**src/fragment_reassembly_assert.svh**
```systemverilog
// Assertion macros shared by the fragment reassembly RTL
`ifndef FRAGMENT_REASSEMBLY_ASSERT_SVH
`define FRAGMENT_REASSEMBLY_ASSERT_SVH

// Same-cycle implication, sampled on clk, off while rst_n is low
`define FR_ASSERT_NOW(lbl, ante, cons, msg) \
  lbl: assert property (@(posedge clk) disable iff (!rst_n) (ante) |-> (cons)) \
    else $error(msg);

// Next-cycle implication, sampled on clk, off while rst_n is low
`define FR_ASSERT_NEXT(lbl, ante, cons, msg) \
  lbl: assert property (@(posedge clk) disable iff (!rst_n) (ante) |=> (cons)) \
    else $error(msg);

`endif

```
**src/fr_ram.sv**
```systemverilog
// Generic single-port RAM with registered read
module fr_ram #(
  parameter int unsigned WIDTH = 8,
  parameter int unsigned DEPTH = 256
) (
  input  logic                     clk,
  input  logic                     we,
  input  logic                     re,
  input  logic [$clog2(DEPTH)-1:0] addr,
  input  logic [WIDTH-1:0]         wdata,
  output logic [WIDTH-1:0]         rdata
);

  logic [WIDTH-1:0] mem [DEPTH];

  // Write on we, register read data on re; rdata holds otherwise
  always_ff @(posedge clk) begin
    if (we) begin
      mem[addr] <= wdata;
    end
    if (re) begin
      rdata <= mem[addr];
    end
  end

endmodule

```
**config.mk**
```make
export PLATFORM = sky130hd
export DESIGN_NAME = fr_ram
export DESIGN_NICKNAME = d
export VERILOG_FILES = /design/src/fragment_reassembly_assert.svh /design/src/fr_ram.sv
export SDC_FILE = /design/constraint.sdc
export NUM_CORES = 2
export LEC_CHECK = 0
export BUFFER_PORTS_ARGS = -buffer_cell sky130_fd_sc_hd__buf_2
export CAP_MARGIN = 5
export CORE_AREA = 2 2 411 311
export CTS_BUF_LIST = sky130_fd_sc_hd__clkbuf_4 sky130_fd_sc_hd__clkbuf_8 sky130_fd_sc_hd__clkbuf_16
export DETAILED_ROUTE_END_ITERATION = 6
export DIE_AREA = 0 0 413 313
export GPL_TIMING_DRIVEN = 0
export PLACE_DENSITY = 0.83
export SLEW_MARGIN = 0
export SYNTH_ARGS = -nofsm -noshare
export SYNTH_HDL_FRONTEND = slang
export SYNTH_SLANG_ARGS = --single-unit
```
**constraint.sdc**
```tcl
create_clock -name clk -period 3.15 [get_ports clk]
set_input_delay 0.4725 -clock clk [delete_from_list [all_inputs] [get_ports clk]]
set_output_delay 0.4725 -clock clk [all_outputs]
set_load 0.05 [all_outputs]
```
# [Yosys cells after proc, flatten, opt, wreduce, memory -nomap -nowiden]
# Memory sizes are Yosys's and may differ from the RTL's. A register that Yosys moved wholly into a read port is not among the register bits.
# Index checks and enable logic that the tools add are counted.
[word_totals] ff_bits=0 mem_bits_rw=2048 in_bits=19 out_inout_bits=8 word_cells=3 n_memories=1
[memory_table] memory="mem" words=256 word_bits=8 rd=1 rd_clocked_by_memory_dff=1 write_ports=1 line="fr_ram.sv:14" text="logic [WIDTH-1:0] mem [DEPTH];"
[classes] muxes=2
[op_table] operator="$mux W1" n=2

# [Longest topological paths before layout]
[depth] ltp_word=2 ltp_mapped=10 ltp_nobuf=5

# [Worst setup path after synthesis]
# Ideal clock, no wire load.
[synth_timing] kind="in2reg" from="input port addr[1]" to="memory mem[111][0] (enable)" setup_time_ns=0.370 arrival_ns=2.321 t_required_ns=2.780 slack_ns=0.459 path_stages=9 path_buffers=5 path_cell_list="buf_2 clkbuf_1 clkbuf_1 nand2_1 buf_2 nor2_1 nand2_1 clkbuf_1 nor2_1"
[synth_rtl] item="start: declaration" line="fr_ram.sv:9" text="input logic [$clog2(DEPTH)-1:0] addr,"
[synth_rtl] item="end: declaration" line="fr_ram.sv:14"
# Straight into the memory's write port.

==> run_results.csv <==
group,metric,value,unit
worst_hold_path,min_path_type,"in2reg",
critical_path,cpLargestDelayFamily,"compound AO/OA/AOI/OAI gates",
sta,layout_min_cycle_time,3500,ps
global_routing,grt_overflow_total,0,
synthesis,synth.lib_cells_used.distinct,21,
synthesis,syn_area_per_cell,22.2,um^2
final_layout,multiInputGateArea,0.0169,mm^2
sta,worst_pin_slew,1390,ps
floorplanning,die_x,413,um
critical_path,critical_path.cell_chain,"buf_2, clkbuf_2, clkbuf_2, mux4_2, a22oi_1, a21oi_1, o41ai_2, nand4_1",
critical_path,ff2ff_setup_slack,160,ps
final_layout,drive_above_1_share,0.301,
final_layout,sequential_cell_area,0.0617,mm^2
global_routing,vias_in_the_first_global_route,41032,
status,violated_checks,"DRC, setup timing",
synthesis,syn-cell-area,0.0786,mm^2
critical_path,critical_path_s_most_frequent_cell,"clkbuf_2",
synthesis,synthCells,3547,
floorplanning,floorplan.die.height,313,um
drt,route.detailed.drc,3,
drt,top_layer,"met5",
synthesis,sequential_share_of_the_synthesized_area,0.786,
synthesis,count_of_state_elements_after_synthesis,2056,
place,io_buffers,22,
critical_path,cp_data_required_time,3600,ps
critical_path,timing.critical_path.fanout_max,10,
power,power-per-cell-area,622,mW/mm^2
sta,hold_viol_final,0,
floorplanning,initial_core_util,0.626,
critical_path,rr_endpoint,"rdata[1]",
clock_tree,path_clk_slew,60,ps
place,placed_cell_area,0.0812,mm^2
global_routing,antenna_found_initial,15,
status,status,"finished, violations left",
clock_tree,cts_htree_levels,4,
final_layout,final.fill_count,6829,
critical_path,worstSetupPathType,"in2reg",
critical_path,endpoint_kind,"register",
drt,vias,42121,
place,dp_hpwl,134,mm
drt,met2_wirelength,99.7,mm
clock_tree,holdBufCountCts,0,
sta,worst_hold_slack,44.7,ps
critical_path,ff2ff_path_depth,5,
sta,slew_headroom,0.0640,
clock_tree,tritoncts_num_sinks,2056,
floorplanning,num_io_pins,27,
sta,final-max-slew-violation-count,0,
sta,finalSetupTns,-20420,ps
drt,viasPerCell,7.55,
synthesis,synth_warnings,0,
final_layout,design_area,0.0882,mm^2
clock_tree,cts_tree,"yes",
drt,routed_wl,223,mm
critical_path,slowest_stage,"o41ai_2",
drt,antenna_left,0,
critical_path,crit_path_start_kind,"input port",
clock_tree,clock_tree.buffer_depth,3,
drt,detail_route.wl_per_cell,40.1,um
floorplanning,fp.dieArea,0.129,mm^2
sta,timing.final.setup_violations,352,
sta,post-route-worst-setup-slack,-351,ps
drt,drt_pass1_iterations,7,
sta,rsz0062_at_grt,"true",
worst_hold_path,worst_hold_path.endpoint,"rdata[1]",
global_routing,grt_pass1_wl,311,mm
place,finalWeightedCongestion,1.04,
floorplanning,coreArea,0.126,mm^2
clock_tree,cts-buffers-inserted,179,
drt,wl_met1,72.9,mm
sta,fmax,286,MHz
global_routing,grt_max_degree,165,
global_routing,grtUsageTotal,0.350,
clock_tree,clkLatencyLatePin,840,ps
clock_tree,root_buffer,"clkbuf_16",
critical_path,arrival,3960,ps
worst_hold_path,timing.hold.worst.start,"re",
run,cap_violations,0,
final_layout,area_growth_syn_to_layout,12.3,%
final_layout,nets,3787,
worst_hold_path,holdPathStages,1,
sta,share_of_the_cycle_needed_by_the_critical_path_after_routing,1.11,
synthesis,synth_fp_nets,3566,
sta,finClkSkew,27.5,ps
power,total_leakage_power,26.6,nW
critical_path,worst_r2r_startpoint,"mem[166][1]",
power,ir_worst_vdd,0.000774,V
floorplanning,floorplan.rows,113,
drt,initialDrtViolationCount,8954,
drt,routed-wl-met3,38.7,mm
critical_path,critical_path.n_buffers_inverters,3,
critical_path,cp_slowest_stage_delay,590,ps
## where the power goes
group          switching (mW)  internal (mW)
Sequential             0.0364           30.2
Combinational            2.04          0.902
Clock                    10.1           11.7
## repair_timing
| action | in CTS | in global routing |
|---|---|---|
| resized for setup | 318 | 84 |
| buffers inserted | 0 | 0 |
| endpoints found under the setup margin | 1824 | 767 |
## worst max-delay path by stage
| stage | cells past startpoint | endpoint | from | slack (ps) |
|---|---|---|---|---|
| after floorplan | 9 | mem[111][0] | addr[1] | 460 |
| after global placement | 7 | mem[176][2] | addr[3] | -2720 |
| after detailed placement | 8 | mem[64][5] | addr[3] | -2100 |
| after CTS | 8 | mem[109][2] | addr[1] | -10 |
| after global routing | 8 | rdata[1] | addr[1] | -110 |
| final | 8 | rdata[1] | addr[1] | -350 |
## Yosys cell counts
cell type	number	area (um^2)
edfxtp_1	2056	61700
mux4_2	512	11500
a22oi_1	256	1920
nor2_1	232	871
clkbuf_1	145	544
a21oi_1	128	641
buf_2	36	180
o41ai_1	32	280
nor3_1	30	150
nand2_1	28	105
buf_1	19	71.3
buf_4	16	120
buf_6	16	180
nand3_1	13	65.1
nand4_1	8	50.1
nor2b_1	7	43.8
nand2b_1	6	37.5
and2_1	3	18.8
or2_2	2	12.5
inv_1	1	3.75
or3_1	1	6.26
## state kept, by name, indices dropped and copies added, names as in the netlist
name and cells:
mem 2048, rdata 8
## kinds of logic (layout without fill, tap and decap cells)
kind of cell           after synthesis  in the layout  share of synthesized area
multiplexers                       512            512                      0.147
AO/OA/AOI/OAI                      416            416                     0.0362
other                                0              7                          0
buffers and inverters              233            588                     0.0140
AND/OR/NAND/NOR                    330            330                     0.0173
flip-flops                        2056           2056                      0.786
## cells in the final DEF (no fill, tap or decap), drive strengths merged
cell type,n
edfxtp,2056
clkdlybuf4s15,6
clkinv,71
o41ai,32
nand2,28
nand2b,6
clkbuf,363
diode,7
a21oi,128
nand3,13
nor3,30
inv,11
or2,2
and2,3
bufinv,9
nor2b,7
nor2,232
mux4,512
clkinvlp,5
nand4,8
a22oi,256
or3,1
buf,123
## final cells by class
class / count / share of cell area
diodes: 7 / 0.000199
plain buffers: 231 / 0.0146
clock buffers: 220 / 0.0551
clock inverters: 95 / 0.00867
inverters: 1 / 0.0000426
multi-input cells: 1258 / 0.192
flip-flops and latches: 2056 / 0.700
well taps: 1667 / 0.0236
repair buffers: 41 / 0.00613
## layer usage
| metal | track usage | vias up |
|---|---|---|
| li1 | - | 15532 |
| met1 | 0.474 | 21443 |
| met2 | 0.500 | 4378 |
| met3 | 0.151 | 752 |
| met4 | 0.161 | 16 |
| met5 | 0 | - |
## metrics by stage
step / worst slack [ps] / power [mW] / instances / utilization
3_5_place_dp: -2100 / 33.5 / 5249 / 0.647
2_1_floorplan: 459 / 32.1 / 3547 / -
3_3_place_gp: -2720 / 33.4 / 5236 / 0.643
6_report: -351 / 54.9 / 5576 / 0.703
4_1_cts: -13.6 / 54.6 / 5563 / 0.700
5_1_grt: -110 / 55.7 / 5570 / 0.702
No activity file was read; power rests on OpenSTA's default activity.
