==> src/fragment_reassembly_assert.svh <==
// Assertion macros shared by the fragment reassembly RTL
`ifndef FRAGMENT_REASSEMBLY_ASSERT_SVH
`define FRAGMENT_REASSEMBLY_ASSERT_SVH

// Same-cycle implication, sampled on clk, off while rst_n is low
`define FR_ASSERT_NOW(lbl, ante, cons, msg) \
  lbl: assert property (@(posedge clk) disable iff (!rst_n) (ante) |-> (cons)) \
    else $error(msg);

// Next-cycle implication, sampled on clk, off while rst_n is low
`define FR_ASSERT_NEXT(lbl, ante, cons, msg) \
  lbl: assert property (@(posedge clk) disable iff (!rst_n) (ante) |=> (cons)) \
    else $error(msg);

`endif

==> src/fr_pkg.sv <==
// Types and constants of the fragment reassembly block
package fr_pkg;

  localparam int unsigned MAX_MESSAGE_BYTES_DEF = 65536;
  localparam int unsigned SIZE_W                = 16;
  localparam int unsigned BYTE_W                = 8;

  typedef enum logic [1:0] {
    CMD_HEADER  = 2'd0,
    CMD_DATA    = 2'd1,
    CMD_READ    = 2'd2,
    CMD_RELEASE = 2'd3
  } cmd_t;

  typedef enum logic [2:0] {
    ST_OK        = 3'd0,
    ST_ORDER     = 3'd1,
    ST_OVERRUN   = 3'd2,
    ST_IGNORED   = 3'd3,
    ST_READ_PAST = 3'd4
  } status_t;

  // One input word as seen by the slot controller
  typedef struct packed {
    logic [1:0]        command;
    logic              stream;
    logic [SIZE_W-1:0] msg_total;
    logic [SIZE_W-1:0] frag_start;
    logic [SIZE_W-1:0] frag_len;
    logic [BYTE_W-1:0] data_byte;
    logic [SIZE_W-1:0] read_index;
  } in_word_t;

  // Result of one word, before the stored byte is attached
  typedef struct packed {
    status_t           status;
    logic              slot_ready;
    logic [SIZE_W-1:0] length;
    logic              rd_ok;
  } res_t;

endpackage

==> src/fr_slot_ctrl.sv <==
// Per-slot bookkeeping and byte buffer access control
`include "fragment_reassembly_assert.svh"

module fr_slot_ctrl #(
  parameter int unsigned MAX_MESSAGE_BYTES = fr_pkg::MAX_MESSAGE_BYTES_DEF
) (
  input  logic                                   clk,
  input  logic                                   rst_n,
  input  logic                                   accept,
  input  fr_pkg::in_word_t                       word,
  output fr_pkg::res_t                           res,
  output logic                                   ram_we,
  output logic                                   ram_re,
  output logic [$clog2(MAX_MESSAGE_BYTES):0]     ram_addr,
  output logic [fr_pkg::BYTE_W-1:0]              ram_wdata
);
  import fr_pkg::*;

  localparam int unsigned IW   = $clog2(MAX_MESSAGE_BYTES);
  localparam logic [SIZE_W:0] MAXV = (SIZE_W+1)'(MAX_MESSAGE_BYTES);

  logic [SIZE_W-1:0] exp_r  [2];
  logic [SIZE_W-1:0] held_r [2];
  logic              rdy_r  [2];
  logic [SIZE_W-1:0] pend_r [2];

  logic [SIZE_W-1:0] exp_nxt, held_nxt, pend_nxt;
  logic              rdy_nxt;
  logic [SIZE_W-1:0] exp_cur, held_cur, pend_cur;
  logic              rdy_cur;
  logic [SIZE_W:0]   span;
  status_t           status;
  logic              we_c, re_c;
  logic [IW-1:0]     pos;
  logic [SIZE_W:0]   occ0, occ1;
  logic              fit0, fit1;

  assign exp_cur  = exp_r[word.stream];
  assign held_cur = held_r[word.stream];
  assign rdy_cur  = rdy_r[word.stream];
  assign pend_cur = pend_r[word.stream];

  // Decide the new slot state, the status and the buffer access
  always_comb begin
    exp_nxt  = exp_cur;
    held_nxt = held_cur;
    rdy_nxt  = rdy_cur;
    pend_nxt = pend_cur;
    status   = ST_OK;
    we_c     = 1'b0;
    re_c     = 1'b0;
    pos      = held_cur[IW-1:0];
    span     = '0;
    unique case (cmd_t'(word.command))
      CMD_HEADER: begin
        // take a new total, clearing the slot if it differs from the old one
        if (exp_cur == '0) begin
          exp_nxt = word.msg_total;
        end else if (word.msg_total != exp_cur) begin
          exp_nxt  = word.msg_total;
          held_nxt = '0;
          rdy_nxt  = 1'b0;
        end
        pend_nxt = '0;
        span     = {1'b0, held_nxt} + {1'b0, word.frag_len};
        if (word.frag_start != held_nxt) begin
          status = ST_ORDER;
        end else if (span > {1'b0, exp_nxt} || span > MAXV) begin
          status = ST_OVERRUN;
        end else begin
          pend_nxt = word.frag_len;
          if (held_nxt == exp_nxt) begin
            rdy_nxt = 1'b1;
          end
        end
      end
      CMD_DATA: begin
        // append one byte while the fragment still owes bytes
        if (pend_cur == '0 || {1'b0, held_cur} >= MAXV) begin
          status = ST_IGNORED;
        end else begin
          we_c     = 1'b1;
          held_nxt = held_cur + SIZE_W'(1);
          pend_nxt = pend_cur - SIZE_W'(1);
          if (held_nxt == exp_cur) begin
            rdy_nxt = 1'b1;
          end
        end
      end
      CMD_READ: begin
        pos = word.read_index[IW-1:0];
        if (word.read_index >= held_cur || {1'b0, word.read_index} >= MAXV) begin
          status = ST_READ_PAST;
        end else begin
          re_c = 1'b1;
        end
      end
      CMD_RELEASE: begin
        exp_nxt  = '0;
        held_nxt = '0;
        rdy_nxt  = 1'b0;
        pend_nxt = '0;
      end
      default: begin
        status = ST_OK;
      end
    endcase
  end

  assign res.status     = status;
  assign res.slot_ready = rdy_nxt;
  assign res.length     = held_nxt;
  assign res.rd_ok      = re_c;

  assign ram_we    = accept && we_c;
  assign ram_re    = accept && re_c;
  assign ram_addr  = {word.stream, pos};
  assign ram_wdata = word.data_byte;

  // Write back the addressed slot on every accepted word
  always_ff @(posedge clk) begin
    if (!rst_n) begin
      for (int i = 0; i < 2; i++) begin
        exp_r[i]  <= '0;
        held_r[i] <= '0;
        rdy_r[i]  <= 1'b0;
        pend_r[i] <= '0;
      end
    end else if (accept) begin
      exp_r[word.stream]  <= exp_nxt;
      held_r[word.stream] <= held_nxt;
      rdy_r[word.stream]  <= rdy_nxt;
      pend_r[word.stream] <= pend_nxt;
    end
  end

  // Bytes held plus bytes still owed must fit the total and the buffer
  assign occ0 = {1'b0, held_r[0]} + {1'b0, pend_r[0]};
  assign occ1 = {1'b0, held_r[1]} + {1'b0, pend_r[1]};
  assign fit0 = (occ0 <= {1'b0, exp_r[0]}) && (occ0 <= MAXV);
  assign fit1 = (occ1 <= {1'b0, exp_r[1]}) && (occ1 <= MAXV);

  `FR_ASSERT_NOW(a_slot0_fits, 1'b1, fit0, "slot 0 owes bytes beyond its total")
  `FR_ASSERT_NOW(a_slot1_fits, 1'b1, fit1, "slot 1 owes bytes beyond its total")
  `FR_ASSERT_NOW(a_one_access, ram_we, !ram_re, "buffer written and read in one cycle")

endmodule

==> config.mk <==
export PLATFORM = sky130hd
export DESIGN_NAME = fr_slot_ctrl
export DESIGN_NICKNAME = d
export VERILOG_FILES = /design/src/fr_pkg.sv /design/src/fr_slot_ctrl.sv
export VERILOG_INCLUDE_DIRS = /design/src /design/src/src
export SDC_FILE = /design/constraint.sdc
export NUM_CORES = 1
export LEC_CHECK = 0
export ABC_AREA = 1
export BUFFER_PORTS_ARGS = -buffer_cell sky130_fd_sc_hd__buf_4
export CAP_MARGIN = 20
export CELL_PAD_IN_SITES_DETAIL_PLACEMENT = 1
export CELL_PAD_IN_SITES_GLOBAL_PLACEMENT = 2
export CORE_ASPECT_RATIO = 0.6
export CORE_UTILIZATION = 30
export DETAILED_ROUTE_END_ITERATION = 8
export HOLD_SLACK_MARGIN = 0.03
export PLACE_DENSITY = 0.9
export SLEW_MARGIN = 20
export SYNTH_ARGS = -nofsm -noshare
export SYNTH_HDL_FRONTEND = slang
export SYNTH_SLANG_ARGS = --single-unit
==> constraint.sdc <==
create_clock -name clk -period 6.3 [get_ports clk]
set_clock_uncertainty 0.2 [all_clocks]
set_input_delay 1.26 -clock clk [delete_from_list [all_inputs] [get_ports clk]]
set_output_delay 1.26 -clock clk [all_outputs]
set_load 0.005 [all_outputs]
# Word-level counts from Yosys, hierarchy flattened
# Memories as Yosys holds them, arrays and structs flattened.
# Cells that the tools add are included.
# Widths: inputs -> output; s select.
# word_totals
ff_bits	0
latch_bits	0
ram_bits	98
romBits	0
inputBits	78
out_inout_bits	48
word_cells	74
mem_count	4
# memory_table
name	words	width	read_ports	rd_ports_with_merged_regs	wr	line_no	text
exp_r	2	16	1	0	2	fr_slot_ctrl.sv:22	logic [SIZE_W-1:0] exp_r [2];
held_r	2	16	1	0	2	fr_slot_ctrl.sv:23	logic [SIZE_W-1:0] held_r [2];
pend_r	2	16	1	0	2	fr_slot_ctrl.sv:25	logic [SIZE_W-1:0] pend_r [2];
rdy_r	2	1	1	0	2	fr_slot_ctrl.sv:24	logic rdy_r [2];
# classes
add_sub_neg	3
multipliers	0
n_div	0
n_lt_le_gt_ge	3
eq_ne	7
shifts	0
mux	47
n_bitwise	0
n_reduce_logical	10
# op_table
cell	n
$mux 16	14
$pmux 16 s3	2
$reduce_or 16->1	3
$eq 16x16->1	2
$logic_not 16->1	2
$ne 16x16->1	2
$pmux 16 s2	1
$mux 1	24
$add 16x16->17	1
$gt 17x16->1	1
$gt 17x17->1 const B	1
$add 16x1->16 const B	1
$ge 16x16->1	1
$sub 16x1->16 const B	1
$pmux 3 s3	1
$mux 2	3
$eq 2x2->1 const B	2
$mux 3	1
$pmux 1 s3	1
$eq 2x1->1 const B	1
$logic_and 1x1->1	2
$logic_not 2->1	1
$logic_or 1x1->1	1
$reduce_or 1->1	1

# Logic depth before layout (Yosys ltp)
# Gate-level depths: netlist of run 1.
# An unclocked memory read counts as a cell.
# depth
depth_word	12
ltp_mapped	44
depth_no_buf	41

# Worst setup path before layout of run 1
# No wires, ideal clock.
# synth_path
path_kind	input-to-output
from	input word[72] in the netlist's numbering
to	output res[17] in the netlist's numbering
t_arrival_ns	5.346
required_time_ns	4.840
path_slack_ns	-0.506
path_stages	39
n_path_buf	5
cell_sequence	buf_6 > inv_2 > buf_6 > buf_12 > nand2_1 > nand3_1 > nand2_1 > nor2_1 > nand2_1 > nor2_1 > nand2_1 > nand2_2 > buf_4 > nand2_1 > inv_1 > ha_1 > inv_1 > fa_1 > (+3 left out) > nand3_1 > nand2_1 > xor2_1 > ha_1 > a21oi_1 > nor2_1 > a211oi_1 > nor3_1 > nor2_1 > nand3_1 > nand2_1 > nand2_1 > nor2_1 > nand3_1 > nand2_1 > nand2_1 > nand2_2 > buf_4
# synth_via
elab_chain_cells	11
word_cells_on_any_way	29
classes_between	add/sub (2); order compare (2); eq/ne (4); mux (14); reduce/logical (3); memory (4)
# synth_rtl
item	line_no	text
start, declared	fr_slot_ctrl.sv:10	input fr_pkg::in_word_t word,
$mem_v2 2x16	-	
$ne 16x16->1	fr_slot_ctrl.sv:59	end else if (word.msg_total != exp_cur) begin
$mux 16	fr_slot_ctrl.sv:59	
$mux 16	fr_slot_ctrl.sv:57	if (exp_cur == '0) begin
$mux 16	fr_slot_ctrl.sv:54	unique case (cmd_t'(word.command))
$add 16x16->17	fr_slot_ctrl.sv:65	span = {1'b0, held_nxt} + {1'b0, word.frag_len};
$gt 17x16->1 or $gt 17x17->1 (tied branches)	fr_slot_ctrl.sv:68	end else if (span > {1'b0, exp_nxt} || span > MAXV) begin
$logic_or 1x1->1	fr_slot_ctrl.sv:68	
$mux 1	fr_slot_ctrl.sv:68	
$mux 1	fr_slot_ctrl.sv:66	if (word.frag_start != held_nxt) begin
$pmux 1 s3 (*)	fr_slot_ctrl.sv:54	
end, declared	fr_slot_ctrl.sv:11	output fr_pkg::res_t res,
# Every way passes the cells marked *; elsewhere a longest branch is shown, timed or not. The select of a mux whose other input is x is not followed.

==> impl_metrics.py, run 1 <==
metrics = {
    "status": {
        "status": "finished with violations",
        "violations": "setup timing",
    },
    "die": {
        "start_util_pct": 30.6,
        "die_h_um": 135,
        "rows": 48,
        "die_area_um2": 30200,
        "core-area_um2": 28900,
        "io_pins": 126,
        "die_w_um": 224,
    },
    "yosys": {
        "synth-edff-count": 96,
        "synthFlopType": "edfxtp_1",
        "yosysTopAreaCell": "edfxtp_1",
        "ys_top_cells_by_area": "edfxtp_1, nand2_1, ha_1, nor2_1, inv_1",
        "ys.warnings.count": 0,
        "ys_types": 48,
        "synth_fp_nets": 1417,
        "ys_ff_latch": 98,
        "async_reset_ff_share_pct": 0,
        "syn-cell-area_um2": 8850,
        "avgSynthCellArea_um2": 6.90,
        "syn_inst": 1283,
        "synth_top_cell_area_share_pct": 32.6,
        "synth-seq-area-share_pct": 33.0,
    },
    "clocking": {
        "root_buffer": "clkbuf_16",
        "clk_pin_slew_ns": 0.07,
        "clockBufferDepth": 2,
        "cts_inserted_buffers": 9,
        "postCtsHoldBufs": 0,
        "htree_levels": 3,
        "clock_latency_ns": 0.38,
        "cts_tree": "yes",
        "cts_sinks": 98,
    },
    "cells_and_area": {
        "final_common_cell": "nand2_1",
        "syn2layout_area_growth_pct": 35.6,
        "design_area_um2": 12000,
        "final_net_count": 1657,
        "fill_cells": 3622,
        "num_antenna_cells": 0,
        "mostFrequentLayoutCells": "nand2_1, buf_4, nor2_1",
        "drive_gt1_share_pct": 28.0,
    },
    "placed_design": {
        "gp_congestion": 0.961,
        "port_buffers": 109,
        "place_area_um2": 11100,
        "dp_hpwl_um": 29900,
    },
    "power_and_ir_drop": {
        "p_sw_share_pct": 34.2,
        "internal_power_mw": 1.31,
        "cellLeakagePower_nw": 5.76,
        "combPwrFrac_pct": 31.5,
        "pwr-share-seq_pct": 38.4,
        "vdd_drop_max_mv": 0.106,
        "clockPowerShare_pct": 30.0,
        "switchingPower_uw": 681,
        "powerDensity_nw_per_um2": 166,
    },
    "global_route": {
        "grtUsageTotal_pct": 25.4,
        "gr-total-overflow": 0,
        "grt_pass1_wl_um": 57100,
        "grt_start_max_net_pins": 51,
        "grt_pass1_vias": 9780,
        "grt_antenna_before_repair": 0,
    },
    "timing": {
        "final.setup.worst_slack_ns": -0.737,
        "setup_viol_count_final": 2,
        "slew_violations": 0,
        "rsz0062_at_grt": "yes",
        "fmax_ghz": 0.142,
        "fin_crit_ns": 7.04,
        "finalCritPeriodShare_pct": 112,
        "relSlewSlack_pct": 37.7,
        "worstMarginPinSlew_ns": 0.935,
        "finalHoldViolCount": 0,
        "whs_ns": 0.279,
    },
    "critical_path": {
        "max_stage_delay_ns": 0.32,
        "endpoint_kind": "output pin",
        "crit_arrival_ns": 5.58,
        "cp_data_required_time_ns": 4.84,
        "path_max_fanout": 6,
        "crit_top_cell": "nand2_1",
        "path_class": "primary input to output pin",
        "worstSetupStartpointType": "primary input",
        "crit_slowest_cell": "ha_1",
    },
    "drt": {
        "via_per_inst": 5.06,
        "drt.antenna.violating_nets": 0,
        "routed_wirelength_um": 38500,
        "drt_iter0_drc": 826,
        "wl_per_cell_um": 20.0,
        "dr_total_vias": 9754,
        "firstDrtPassIters": 5,
        "drc": 0,
    },
    "run": {
        "drv_cap": 0,
    },
    "min_path": {
        "hold_path_class": "register to register",
    },
}
## kinds of logic (layout without fill, tap and decap cells)
group	Yosys count	after routing	share of synthesized area, %
simple gates	693	693	32.6
compound gates	162	162	10.9
buf+inv	234	479	11.5
xor+xnor	40	40	3.96
flops	98	98	33.0
fa+ha+maj	56	56	8.00
## worst paths after layout
check / cells past startpoint / startpoint / to / slack (ns)
setup / recovery: 40 / word[72] / res[17] / -0.74
hold / removal: 2 / rdy_r[0] / rdy_r[0] / 0.28
setup reg to reg: 36 / exp_r[1][3] / pend_r[0][1] / 1.20
hold reg to reg: 2 / rdy_r[0] / rdy_r[0] / 0.28
## layout make-up
class                   count  area (µm²)  share of cell area [%]
inverters                 179         692                    5.77
multi-input cells         951        5320                    44.4
well taps                 400         500                    4.17
flip-flops and latches     98        2920                    24.4
clock buffers               9         225                    1.88
clock inverters             7        73.8                   0.615
repair buffers            284        2260                    18.9
## sequential cells by signal (all words and copies together), names as in the netlist
name    cells
held_r     32
rdy_r       2
exp_r      32
pend_r     32
## critical path, delay by kind of cell
kind	cells	cell delay, ns
fa+ha+maj	2	0.53
xor+xnor	1	0.15
compound gates	5	0.60
buf+inv	5	0.53
simple gates	27	2.48
## power groups by stage
stage	sequential, mW	clock [mW]	combinational (mW)
floorplan	0.775	0	0.297
global placement	0.776	0	0.554
detailed placement	0.778	0	0.570
CTS	0.764	0.611	0.601
global route	0.767	0.629	0.675
finish	0.764	0.597	0.627
## cell usage after synthesis, types with 8 or more instances
master    count
a21oi_1      42
a22oi_1      10
buf_2         8
buf_4        16
clkbuf_1     22
edfxtp_1     96
ha_1         55
inv_1       172
nand2_1     360
nand3_1      88
nand4_1      19
nor2_1      178
nor3_1       14
o21ai_0      56
o21ai_2      12
o22ai_1      20
xor2_1       36
## timing repair
item	4_1_cts	5_1_grt
gates cloned	3	0
pin swaps	26	52
buffers inserted	13	7
setup endpoints to repair	2	4
resized for setup	62	59
## stage by stage
step           power, mW  setup WS [ns]  setup TNS, ns  utilization (%)  instances
2_1_floorplan       1.07         -0.259         -0.259                -       1283
3_3_place_gp        1.33         -0.778          -1.35             38.3       1892
3_5_place_dp        1.35         -0.837          -1.49             38.3       1892
4_1_cts             1.98         -0.639          -1.18             40.6       1922
5_1_grt             2.07          -1.03          -1.96             41.5       1928
6_report            1.99         -0.737          -1.43             41.5       1928
## per-layer routing
| metal | share of wire, % | track usage, % | wire length, µm | vias to the layer above |
|---|---|---|---|---|
| met3 | 9.3 | 8.09 | 3570 | 45 |
| met5 | 0 | 0 | 0 | - |
| li1 | - | - | - | 4640 |
| met2 | 40 | 36.5 | 15500 | 337 |
| met1 | 49 | 36.5 | 18700 | 4732 |
| met4 | 1.8 | 6.01 | 678 | 0 |
Note: power is estimated with default switching activity, not from simulation.
==> run 2, diff against run 1 <==
- BUFFER_PORTS_ARGS: -buffer_cell sky130_fd_sc_hd__buf_4 -> -buffer_cell sky130_fd_sc_hd__buf_2
- SKIP_LAST_GASP: default -> 1
==> impl_metrics.py, run 2 (synthesis results as in run 1) <==
metrics = {
    "global_route": {
        "grt_pass1_vias": 9915,
        "grt_start_max_net_pins": 50,
        "grtUsageTotal_pct": 26.2,
        "grt_antenna_before_repair": 0,
        "busiest_layer": "met2",
        "grt_pass1_wl_um": 58800,
        "grtUsageMet3_pct": 4.81,
        "gr-total-overflow": 0,
        "grtUsageMet1_pct": 39.1,
        "gr-usage-met2_pct": 39.4,
    },
    "cells_and_area": {
        "final_common_cell": "nand2_1",
        "top_regs": "exp_r: 32 flops, held_r: 32 flops, pend_r: 32 flops",
        "final_net_count": 1680,
        "fin_util_pct": 42.3,
        "drive_gt1_share_pct": 32.9,
        "num_antenna_cells": 0,
        "mostFrequentLayoutCells": "nand2_1, buf_4, nor2_1",
        "syn2layout_area_growth_pct": 38.2,
        "design_area_um2": 12200,
    },
    "clocking": {
        "cts_inserted_buffers": 9,
        "cts_tree": "yes",
        "root_buffer": "clkbuf_16",
        "clock_latency_ns": 0.39,
        "postCtsHoldBufs": 0,
        "cts_sinks": 98,
        "htree_levels": 3,
        "clk_pin_slew_ns": 0.08,
        "clockBufferDepth": 2,
    },
    "placed_design": {
        "preCtsSetupSlack_ns": -1.08,
        "place_area_um2": 10800,
        "dp_hpwl_um": 30100,
        "gp_congestion": 0.915,
        "port_buffers": 109,
    },
    "power_and_ir_drop": {
        "cellLeakagePower_nw": 5.83,
        "powerDensity_nw_per_um2": 162,
        "vdd_drop_max_mv": 0.112,
    },
    "timing": {
        "worstMarginPinSlew_ns": 0.842,
        "slew_violations": 0,
        "fin_crit_ns": 7.14,
        "rsz0062_at_grt": "yes",
        "setup_viol_count_final": 2,
        "finalHoldViolCount": 0,
        "final.setup.worst_slack_ns": -0.839,
        "fmax_ghz": 0.140,
        "whs_ns": 0.294,
        "finalCritPeriodShare_pct": 113,
        "relSlewSlack_pct": 43.9,
    },
    "drt": {
        "drt.antenna.violating_nets": 0,
        "via_per_inst": 5.11,
        "drt_iter0_drc": 777,
        "wl_per_cell_um": 20.3,
        "routed_wirelength_um": 39700,
        "drc": 0,
        "firstDrtPassIters": 5,
        "dr_total_vias": 9972,
    },
    "die": {
        "die_h_um": 135,
        "rows": 48,
        "io_pins": 126,
        "die_w_um": 224,
        "core-area_um2": 28900,
        "die_area_um2": 30200,
        "start_util_pct": 30.6,
    },
    "critical_path": {
        "endpoint_kind": "output pin",
        "cp_data_required_time_ns": 4.84,
        "worstSetupStartpointType": "primary input",
        "path_max_fanout": 8,
        "crit_slowest_cell": "ha_4",
        "cp_num_buf_inv": 11,
        "crit_top_cell": "nand2_2",
        "path_class": "primary input to output pin",
        "cp_top_family": "simple AND/OR/NAND/NOR gates",
        "crit_arrival_ns": 5.68,
        "max_stage_delay_ns": 0.25,
    },
    "status": {
        "status": "finished with violations",
        "violations": "setup timing",
    },
    "run": {
        "drv_cap": 0,
    },
    "min_path": {
        "hold_path_class": "register to register",
    },
}
-- run 2: power breakdown --
group          switching [mW]  leakage, nW  internal [mW]  total (mW)
sequential             0.0115         1.02          0.753       0.764
combinational           0.389         4.66          0.228       0.616
clock                   0.315        0.146          0.284       0.599
-- run 2: path summary, 6_finish.rpt --
check | from | to | slack, ns | depth (start not counted)
max | word[72] | res[17] | -0.84 | 40
max reg2reg | exp_r[0][5] | pend_r[1][6] | 0.97 | 38
min | rdy_r[1] | rdy_r[1] | 0.29 | 2
min reg2reg | rdy_r[1] | rdy_r[1] | 0.29 | 2
-- run 2: routing by layer --
layer  share of wire [%]  routed length [µm]
met1                  49               19600
met2                  42               16700
met3                 7.2                2850
met4                 1.2                 493
met5                   0                   0
-- run 2: layout make-up --
type | count | area, µm²
clock buffers | 9 | 225
clock inverters | 7 | 77.6
fillers | 3638 | 16700
inverters | 179 | 698
multi-input cells | 951 | 5640
flip-flops and latches | 98 | 2920
well taps | 400 | 500
repair buffers | 307 | 2170
-- run 2: what timing repair did --
item,CTS,global route
gates cloned,4,0
resized for setup,102,99
endpoints found under the setup margin,2,6
endpoints found under the hold margin,0,0
pin swaps,36,66
buffers inserted,17,19
-- run 2: metrics by stage --
| stage | std cells | total power [mW] | setup TNS, ns |
|---|---|---|---|
| final | 1951 | 1.98 | -1.59 |
| after global routing | 1951 | 2.06 | -2.04 |
| after CTS | 1934 | 1.96 | -1.29 |
| after detailed placement | 1897 | 1.32 | -4.79 |
| after global placement | 1897 | 1.30 | -1.90 |
| after floorplan | 1283 | 1.07 | -0.259 |
-- run 2: worst reg2reg max path, delay by kind of cell (launching register included) --
kind,cells,cell delay (ns)
AND/OR/NAND/NOR,22,2.20
buffers and inverters,10,1.12
AO/OA/AOI/OAI,3,0.58
adder cells (fa/ha/maj),2,0.41
flip-flops,1,0.38
XOR/XNOR,1,0.16
